**config.mk**
```make
export PLATFORM = sky130hd
export DESIGN_NAME = poker_test_pattern_counter
export DESIGN_NICKNAME = d
export VERILOG_FILES = /design/src/rtl/pkr_pkg.sv /design/src/rtl/pkr_classify.sv /design/src/rtl/poker_test_pattern_counter.sv
export SDC_FILE = /design/constraint.sdc
export NUM_CORES = 1
export LEC_CHECK = 0
export ABC_AREA = 0
export BUFFER_PORTS_ARGS = -buffer_cell sky130_fd_sc_hd__buf_2
export CELL_PAD_IN_SITES_DETAIL_PLACEMENT = 0
export CELL_PAD_IN_SITES_GLOBAL_PLACEMENT = 1
export CORE_MARGIN = 8
export CORE_UTILIZATION = 51
export DETAILED_ROUTE_END_ITERATION = 7
export HOLD_SLACK_MARGIN = 0.15
export PLACE_DENSITY_LB_ADDON = 0.08
export SYNTH_ARGS = -nofsm -noshare
export SYNTH_HDL_FRONTEND = slang
export SYNTH_SLANG_ARGS = --single-unit
```
**constraint.sdc**
```tcl
create_clock -name clk -period 7.1 [get_ports clk]
set_input_delay 0.355 -clock clk [delete_from_list [all_inputs] [get_ports clk]]
set_output_delay 0.355 -clock clk [all_outputs]
set_load 0.02 [all_outputs]
```
**src/rtl/pkr_pkg.sv**
```systemverilog
`timescale 1ns / 1ps
// ----------------------------------------------------------------------------
// pkr_pkg
// shared types and constants of the poker test pattern counter
// ----------------------------------------------------------------------------
package pkr_pkg;

  // request and result widths
  localparam int VALUE_W     = 14;
  localparam int IN_TDATA_W  = 16;
  localparam int COUNT_W     = 20;
  localparam int NUM_CLS     = 6;
  localparam int OUT_TDATA_W = NUM_CLS * COUNT_W;

  // default tally width
  localparam int TALLY_WIDTH_DEF = 20;

  // largest classed value per mode
  localparam logic [VALUE_W-1:0] MAX_3DIGIT = VALUE_W'(999);
  localparam logic [VALUE_W-1:0] MAX_4DIGIT = VALUE_W'(9999);

  // reciprocal constants, exact for every 14-bit value
  localparam int RECIP10   = 52429;
  localparam int SHIFT10   = 19;
  localparam int RECIP100  = 5243;
  localparam int SHIFT100  = 19;
  localparam int RECIP1000 = 8389;
  localparam int SHIFT1000 = 23;

  // quotient widths for a 14-bit value
  localparam int Q10_W   = 11;
  localparam int Q100_W  = 8;
  localparam int Q1000_W = 5;
  localparam int PROD_W  = 30;

  typedef logic [3:0] digit_t;

  // class codes, in result field order
  typedef enum logic [2:0] {
    CLS_ALL_SAME,
    CLS_THREE_SAME,
    CLS_TWO_PAIRS,
    CLS_ONE_PAIR,
    CLS_ALL_DIFF,
    CLS_OUT_OF_RANGE
  } cls_t;

  // classified request handed to the tally stage
  typedef struct packed {
    logic valid;
    logic last;
    cls_t cls;
  } cls_stage_t;

endpackage

```
**src/rtl/pkr_classify.sv**
```systemverilog
`timescale 1ns / 1ps
// ----------------------------------------------------------------------------
// pkr_classify
// two-stage digit split and poker hand classification
// ----------------------------------------------------------------------------
module pkr_classify import pkr_pkg::*; (
  input  logic               clk,
  input  logic               rst,
  input  logic               en,
  input  logic               in_valid,
  input  logic [VALUE_W-1:0] in_value,
  input  logic               in_last,
  input  logic               in_mode,
  output cls_stage_t         res
);

  // quotient stage
  logic               q_valid;
  logic               q_last;
  logic               q_mode;
  logic [VALUE_W-1:0] q_value;
  logic [Q10_W-1:0]   q10;
  logic [Q100_W-1:0]  q100;
  logic [Q1000_W-1:0] q1000;

  logic [PROD_W-1:0] p10;
  logic [PROD_W-1:0] p100;
  logic [PROD_W-1:0] p1000;

  assign p10   = PROD_W'(in_value) * PROD_W'(RECIP10);
  assign p100  = PROD_W'(in_value) * PROD_W'(RECIP100);
  assign p1000 = PROD_W'(in_value) * PROD_W'(RECIP1000);

  always_ff @(posedge clk) begin
    if (rst) begin
      q_valid <= 1'b0;
    end else if (en) begin
      q_valid <= in_valid;
    end
  end

  always_ff @(posedge clk) begin
    if (en) begin
      q_last  <= in_last;
      q_mode  <= in_mode;
      q_value <= in_value;
      q10     <= Q10_W'(p10 >> SHIFT10);
      q100    <= Q100_W'(p100 >> SHIFT100);
      q1000   <= Q1000_W'(p1000 >> SHIFT1000);
    end
  end

  // digits from neighboring quotients
  logic [VALUE_W-1:0] r0;
  logic [Q10_W-1:0]   r1;
  logic [Q100_W-1:0]  r2;
  digit_t             d0, d1, d2, d3;

  assign r0 = q_value - VALUE_W'(q10) * VALUE_W'(10);
  assign r1 = q10 - Q10_W'(q100) * Q10_W'(10);
  assign r2 = q100 - Q100_W'(q1000) * Q100_W'(10);
  assign d0 = r0[3:0];
  assign d1 = r1[3:0];
  assign d2 = r2[3:0];
  assign d3 = q1000[3:0];

  logic [1:0] n3;
  logic [2:0] n4;
  cls_t       cls_next;

  always_comb begin
    n3 = 2'(d2 == d1) + 2'(d1 == d0) + 2'(d2 == d0);
    n4 = 3'(d3 == d2) + 3'(d3 == d1) + 3'(d3 == d0)
       + 3'(d2 == d1) + 3'(d2 == d0) + 3'(d1 == d0);
    cls_next = CLS_ALL_DIFF;
    if (!q_mode) begin
      if (q_value > MAX_3DIGIT) begin
        cls_next = CLS_OUT_OF_RANGE;
      end else begin
        case (n3)
          2'd3:    cls_next = CLS_ALL_SAME;
          2'd1:    cls_next = CLS_ONE_PAIR;
          default: cls_next = CLS_ALL_DIFF;
        endcase
      end
    end else begin
      if (q_value > MAX_4DIGIT) begin
        cls_next = CLS_OUT_OF_RANGE;
      end else begin
        case (n4)
          3'd6:    cls_next = CLS_ALL_SAME;
          3'd3:    cls_next = CLS_THREE_SAME;
          3'd2:    cls_next = CLS_TWO_PAIRS;
          3'd1:    cls_next = CLS_ONE_PAIR;
          default: cls_next = CLS_ALL_DIFF;
        endcase
      end
    end
  end

  always_ff @(posedge clk) begin
    if (rst) begin
      res.valid <= 1'b0;
    end else if (en) begin
      res.valid <= q_valid;
    end
  end

  always_ff @(posedge clk) begin
    if (en) begin
      res.last <= q_last;
      res.cls  <= cls_next;
    end
  end

endmodule

```
**src/rtl/poker_test_pattern_counter.sv**
```systemverilog
`timescale 1ns / 1ps
// ----------------------------------------------------------------------------
// poker_test_pattern_counter
// poker test tally of decimal digit patterns over batches of values
// ----------------------------------------------------------------------------
// Takes one value per clock on the slave stream and classes its three or four
// decimal digits (leading zeros included, chosen by digit_mode) as all same,
// three same, two pairs, one pair or all different; values above 999 or 9999
// are counted as out of range instead. Each class has a saturating tally of
// TALLY_WIDTH bits. The request marked with tlast is tallied too, then one
// result with all six counts leaves on the master stream and the tallies
// clear. Sustained rate is one request per cycle while nothing stalls; a
// last request passes the input register, quotient register and class
// register, then the tally and result register. The single output
// register is the only place a result can wait: while it is full and not
// taken, a further last-marked request reaching the tally stage stalls the
// pipe, and other requests keep flowing. digit_mode is sampled with each
// request; write it only between batches while the block is idle.
// ----------------------------------------------------------------------------
module poker_test_pattern_counter import pkr_pkg::*; #(
  parameter int TALLY_WIDTH = TALLY_WIDTH_DEF
) (
  input  logic                   clk,
  input  logic                   rst,
  // configuration: bit 0 digit_mode
  input  logic                   cfg_valid,
  output logic                   cfg_ready,
  input  logic [0:0]             cfg_data,
  // request stream
  input  logic                   s_axis_tvalid,
  output logic                   s_axis_tready,
  input  logic [IN_TDATA_W-1:0]  s_axis_tdata,  // [13:0] value, rest zero
  input  logic                   s_axis_tlast,
  // result stream
  output logic                   m_axis_tvalid,
  input  logic                   m_axis_tready,
  output logic [OUT_TDATA_W-1:0] m_axis_tdata   // all_same, three_same,
                                                // two_pairs, one_pair,
                                                // all_different,
                                                // out_of_range; 20 bits each
);

  localparam logic [TALLY_WIDTH-1:0] TALLY_MAX = {TALLY_WIDTH{1'b1}};

  // mode register, always ready
  logic digit_mode;

  assign cfg_ready = 1'b1;

  always_ff @(posedge clk) begin
    if (rst) begin
      digit_mode <= 1'b0;
    end else if (cfg_valid) begin
      digit_mode <= cfg_data[0];
    end
  end

  // pipe control: only a last request meeting a blocked output holds things
  cls_stage_t res;
  logic       stall;
  logic       en;

  assign stall         = res.valid && res.last && m_axis_tvalid && !m_axis_tready;
  assign en            = !stall;
  assign s_axis_tready = en;

  // input register
  logic               in_valid;
  logic [VALUE_W-1:0] in_value;
  logic               in_last;
  logic               in_mode;

  always_ff @(posedge clk) begin
    if (rst) begin
      in_valid <= 1'b0;
    end else if (en) begin
      in_valid <= s_axis_tvalid;
    end
  end

  always_ff @(posedge clk) begin
    if (en) begin
      in_value <= s_axis_tdata[VALUE_W-1:0];
      in_last  <= s_axis_tlast;
      in_mode  <= digit_mode;
    end
  end

  // digit split and class decision
  pkr_classify u_classify (
    .clk      (clk),
    .rst      (rst),
    .en       (en),
    .in_valid (in_valid),
    .in_value (in_value),
    .in_last  (in_last),
    .in_mode  (in_mode),
    .res      (res)
  );

  // saturating tallies, one per class
  logic [TALLY_WIDTH-1:0] tally      [NUM_CLS];
  logic [TALLY_WIDTH-1:0] tally_next [NUM_CLS];

  always_comb begin
    for (int i = 0; i < NUM_CLS; i++) begin
      if (res.valid && res.cls == cls_t'(3'(i)) && tally[i] != TALLY_MAX) begin
        tally_next[i] = tally[i] + TALLY_WIDTH'(1);
      end else begin
        tally_next[i] = tally[i];
      end
    end
  end

  always_ff @(posedge clk) begin
    if (rst) begin
      for (int i = 0; i < NUM_CLS; i++) begin
        tally[i] <= '0;
      end
    end else if (en && res.valid) begin
      for (int i = 0; i < NUM_CLS; i++) begin
        // a finished batch restarts from zero
        tally[i] <= res.last ? '0 : tally_next[i];
      end
    end
  end

  // result register
  always_ff @(posedge clk) begin
    if (rst) begin
      m_axis_tvalid <= 1'b0;
    end else if (en && res.valid && res.last) begin
      m_axis_tvalid <= 1'b1;
    end else if (m_axis_tready) begin
      m_axis_tvalid <= 1'b0;
    end
  end

  always_ff @(posedge clk) begin
    if (en && res.valid && res.last) begin
      for (int i = 0; i < NUM_CLS; i++) begin
        m_axis_tdata[i*COUNT_W +: COUNT_W] <= COUNT_W'(tally_next[i]);
      end
    end
  end

endmodule

```
# Yosys cells after proc, flatten, opt, wreduce, memory -nomap -nowiden

Memories as Yosys holds them, arrays and structs flattened.
Index checks and enable logic that the tools add are counted.

Bits of input ports: 23
Memories kept: 1
Bits in writable memories: 120
Bits in registers: 185

Memory list:

| memory | words | width | rd ports | clocked after Yosys merged registers in | write ports | RTL line                          | source |
|---|---|---|---|---|---|---|---|
| tally  | 6     | 20    | 6        | 0                                       | 6           | poker_test_pattern_counter.sv:102 | `logic [TALLY_WIDTH-1:0] tally [NUM_CLS];` |

$mul: 6
Equality and inequality tests: 23
$add $sub $neg: 16
Reduce and logical (&&, ||, !) cells: 21
Magnitude comparators: 2
Mux-type cells: 30
Bitwise operators: 6

Operator list:

| operator                                             | count |
|---|---|
| 2-to-1 mux 20 bit                                    | 18 |
| adder 20 x 1 -> 20 bit, second input constant        | 6 |
| != test 20 bit, second input constant                | 6 |
| multiplier 14 x 16 -> 30 bit, second input constant  | 1 |
| multiplier 14 x 14 -> 28 bit, second input constant  | 1 |
| multiplier 14 x 13 -> 27 bit, second input constant  | 1 |
| equality test 4 bit                                  | 6 |
| logical AND 1 bit                                    | 17 |
| > comparator 14 x 10 -> 1 bit, second input constant | 1 |
| > comparator 14 bit, second input constant           | 1 |
| adder 3 x 1 -> 3 bit                                 | 4 |
| equality test 3 x 2 -> 1 bit, second input constant  | 4 |
| one-hot mux 3 bit (4 select lines)                   | 1 |
| subtractor 4 bit                                     | 3 |
| multiplier 11 x 3 -> 3 bit, second input constant    | 1 |
| equality test 3 bit, second input constant           | 3 |
| 2-to-1 mux 3 bit                                     | 3 |
| multiplier 8 x 3 -> 3 bit, second input constant     | 1 |
| 2-to-1 mux 1 bit                                     | 7 |
| equality test 3 x 1 -> 1 bit, second input constant  | 2 |
| OR 1 bit                                             | 6 |
| one-hot mux 3 bit (2 select lines)                   | 1 |
| multiplier 5 x 3 -> 3 bit, second input constant     | 1 |
| adder 1 x 1 -> 2 bit                                 | 2 |
| 6 further kinds                                      | 7 |

# Longest topological paths before layout

Word-level depth: 12
Gate-level depth with buffers: 21

# Modules after synthesis

From an unflattened synthesis, not the netlist that was laid out.

Cells, all modules: 1831
Area total of the unflattened synthesis: 21142.8 um^2

Modules (own cells, without submodules):

| module                     | cells an instance | area each (um^2) | sequential area each (um^2) | instances |
|---|---|---|---|---|
| poker_test_pattern_counter | 897               | 11825.1          | 7747.4                      | 1 |
| pkr_classify               | 934               | 9317.7           | 1001.0                      | 1 |

# Worst setup path before layout

No wires, ideal clock.

Kind: flip-flop to flip-flop
From: register m_axis_tvalid
To: register m_axis_tdata[0], enable pin
Path slack: 0.969 ns
Setup time: 0.600 ns
Stages on the path, launching flop included: 3
Data arrival time: 5.531 ns
Period minus slack after synthesis: 6.131 ns
Path through: dfxtp_1 nor2b_1 nor2_1

Cells in the longest elaborated chain, start to end: 5

Ends and longest elaborated chain:

| item                            | RTL line                          | source |
|---|---|---|
| from (decl)                     | poker_test_pattern_counter.sv:35  | `output logic m_axis_tvalid,` |
| from (signal assigned)          | poker_test_pattern_counter.sv:131 | `m_axis_tvalid <= 1'b0;` |
| from (signal assigned)          | poker_test_pattern_counter.sv:133 | `m_axis_tvalid <= 1'b1;` |
| from (signal assigned)          | poker_test_pattern_counter.sv:135 | `m_axis_tvalid <= 1'b0;` |
| logical AND 1 bit (2 in a row)  | poker_test_pattern_counter.sv:63  | `assign stall = res.valid && res.last && m_axis_tvalid && !m_axis_tready;` |
| logical NOT 1 bit               | poker_test_pattern_counter.sv:64  | `assign en = !stall;` |
| logical AND 1 bit (2 in a row)  | poker_test_pattern_counter.sv:140 | `if (en && res.valid && res.last) begin` |
| to (signal, indexed assignment) | poker_test_pattern_counter.sv:142 | `m_axis_tdata[i*COUNT_W +: COUNT_W] <= COUNT_W'(tally_next[i]);` |
| to (decl)                       | poker_test_pattern_counter.sv:37  | `output logic [OUT_TDATA_W-1:0] m_axis_tdata` |

Every way passes these cells.
A chain may end at the register's enable or synchronous reset.

# Worst setup path after layout

From: register in_value[6]
To: register u_classify.q100[3], data pin

Cells in the longest elaborated chain, start to end: 1

Ends and longest elaborated chain:

| item                         | RTL line                         | source |
|---|---|---|
| from (decl)                  | poker_test_pattern_counter.sv:69 | `logic [VALUE_W-1:0] in_value;` |
| from (signal assigned)       | poker_test_pattern_counter.sv:83 | `in_value <= s_axis_tdata[VALUE_W-1:0];` |
| multiplier 14 x 13 -> 27 bit | pkr_classify.sv:31               | `assign p100 = PROD_W'(in_value) * PROD_W'(RECIP100);` |
| net u_classify.p100[22]      | pkr_classify.sv:27               | `logic [PROD_W-1:0] p100;` |
| to (signal assigned)         | pkr_classify.sv:48               | `q100 <= Q100_W'(p100 >> SHIFT100);` |
| to (decl)                    | pkr_classify.sv:23               | `logic [Q100_W-1:0] q100;` |

The timed path passes the listed nets, and every way through them passes these cells.

==> metrics.csv <==
metric;value;unit
result of the run;completed;
min cycle time layout;5.782;ns
global-route usage over all layers;18.59;%
post-route cell area;0.02323;mm^2
most common cell in the synthesized netlist;edfxtp_1;
IO Count;146;
Post-DP Area;0.02194;mm^2
largest net degree at the start of global routing;90;
Synth warnings;0;
H-tree levels;2;
Resized cells post-CTS;0;
Initial DRC Count;585;
VDD IR max;0.0002851;V
Synth Area in Compound Gates;3.768;%
Power Density;302.4;mW/mm^2
Final Skew;0.03573;ns
full die area;0.04699;mm^2
cells after synthesis;1700;
Final Hold Viols;0;
routed via count;12754;
R2R setup slack;1.32;ns
total gr overflow;0;
Clock Tree Root;clkbuf_16;
number of flops mapped to enable cells by yosys;288;
element type at the critical path start;flip-flop;
DPL Wire Length;33190;um
Antenna Diode Count;0;
Final Cycle Share;81.43;%
Yosys cell types;73;
Max Cap Viol;0;
XOR/XNOR share of the synthesized area;7.225;%
Post-Synth Simple-Gate Area;12.26;%
RSZ-0062 raised after global routing;false;
initial core utilization;51.74;%
nets;2286;
leading post-synthesis cells by instance count;288 x edfxtp_1, 287 x inv_1, 239 x ha_1;
Post-route DRC;0;
Lkg Pwr;10.08;nW
critical path cell sequence;inv_1, fa_1, inv_1, ha_1, fa_1, fa_1, inv_1, fa_1, inv_1, ha_1, nand3_1, or4_1, or3_1, nand3_1, mux2i_1, nand4_1;
fin. max-slew vios;0;
Worst path max stage delay;0.98;ns
# rows;73;
CP endpoint kind;flip-flop;
initial antenna violation count;0;
DRT Pass-1 Iters;5;
Num CTS Buffers;35;
async set-reset flop share out of synthesis;0;%
later-pin clock latency in the skew report;0.52;ns
Core Area;0.03973;mm^2
CP Class;reg -> reg;
largest family of logic cells by synthesized area;adder cells;
maximum clock rate;173.0;MHz
Syn Std Cell Area;0.02056;mm^2
CTS tree;built;
top_reg_cell synth;edfxtp_1;
register area share after synthesis;42.56;%
Max-slew headroom;26.30;%
synthesized-area fraction occupied by adder cells;27.89;%
leading area contributor after synthesis;edfxtp_1;
Syn Nets;2099;
Worst Max-Slew Pin Slew;1.105;ns
antenna viol nets, final;0;
vias per cell;5.231;
CTS sink count;293;
Worst EP required;7.36;ns
port bufs;142;
area grow syn2layout;13.00;%
CP arrival;6.04;ns
Wirelength per Cell;17.86;um
number of global-route vias before repair;13170;
Hold/Removal Path Class;in -> reg;
layout cells sized above 1;12.81;%
Seq cells post-synth;293;
clock tree buffer depth;3;
Final TNS setup;0;ns
Die X;216.8;um
mean post-synth cell area;12.09;um^2
drt total wl;43550;um
GP Congestion;0.8899;
post-synthesis mux area share;0.6209;%
clk slew on worst S/H paths;0.06;ns
crit-path max FO;13;
slowest library cell on the worst path;edfxtp_1;
Die Ht;216.8;um
area share of the largest cell type after synthesis;42.07;%
first-pass GRT wire length;70280;um
Setup violations, final;0;
ranking of synthesized cells by area;edfxtp_1 42%, ha_1 15%, fa_1 13%;
[through the flow]
step           power [mW]  setup WS, ns  util (%)  instances  hold WS (ns)
2_1_floorplan       4.609        0.9690         -       1700        0.4003
3_3_place_gp        5.287         1.357     55.22       2356        0.4079
4_1_cts             7.126         1.299     58.46       2438        0.2787
5_1_grt             7.682        0.9656     58.46       2438        0.3274
6_report            7.023         1.318     58.46       2438        0.3031
3_5_place_dp        5.356         1.321     55.22       2356        0.4158
[sequential cells by signal (all words and copies together) (netlist names), 4 cells and up]
name	cells
in_value	14
m_axis_tdata	120
tally	120
u_classify.q10	4
u_classify.q100	4
u_classify.q1000	4
u_classify.q_value	14
u_classify.res	5
[final cells by class]
class / instances / area (um^2)
fillers: 3335 / 16500
repair buffers: 170 / 968.4
well taps: 525 / 656.9
clock buffers: 44 / 952.2
inverters: 287 / 1077
clock inverters: 19 / 146.4
flip-flops and latches: 293 / 8748
multi-input cells: 1100 / 10680
[path summary, 6_finish.rpt]
kind / startpoint / end / cells after the start
max reg2reg: in_value[6] / u_classify.q100[3] / 16
min: m_axis_tready / m_axis_tvalid / 4
min reg2reg: u_classify.q_last / u_classify.res[3] / 0
max: in_value[6] / u_classify.q100[3] / 16
[routing by layer]
| metal | up-vias | share of wire [%] | GRT usage, % |
|---|---|---|---|
| met5 | - | 0 | 0 |
| met4 | 0 | 2.2 | 4.802 |
| met3 | 59 | 4.1 | 2.399 |
| met2 | 213 | 49 | 31.83 |
| met1 | 6274 | 45 | 24.84 |
| li1 | 6208 | - | - |
[critical path: cells and delay by family (launching register included)]
| kind | cells | cell delay [ns] |
|---|---|---|
| multiplexers | 1 | 0.20 |
| adder cells (fa/ha/maj) | 6 | 2.65 |
| AND/OR/NAND/NOR | 5 | 1.27 |
| flip-flops | 1 | 0.98 |
| buffers and inverters | 4 | 0.44 |
[cells by family after synthesis]
logic type / count (synthesis)
adder cells (fa/ha/maj): 376
AO/OA/AOI/OAI: 112
XOR/XNOR: 167
multiplexers: 12
flip-flops: 293
buffers and inverters: 307
other: 1
AND/OR/NAND/NOR: 432
[power by group]
group | total, mW | internal [mW] | switching (mW)
logic | 3.18 | 1.42 | 1.76
clock network | 1.71 | 1.02 | 0.689
registers | 2.13 | 2.03 | 0.104
total | 7.02 | 4.47 | 2.55
[timing repair]
item                                   4_1_cts  5_1_grt
endpoints found under the hold margin       20        0
setup buffers                                0        0
hold buffers                                19        0
[placed cells by master (no fill, tap or decap), types with 8 or more instances in the layout]
cell	count
and4_1	10
nor2b_1	120
edfxtp_1	288
ha_1	239
clkbuf_16	37
xnor2_1	103
clkinv_1	9
a21oi_1	27
xor2_1	61
nor3_1	15
inv_1	287
nand3_1	43
nor2_1	45
dlygate4sd3_1	19
nand4_1	37
and3_1	24
a211oi_1	9
a31oi_1	8
o21ai_0	20
a21o_1	9
nand2_1	66
buf_2	142
fa_1	137
buf_4	9
No activity file was read; power rests on OpenSTA's default activity.
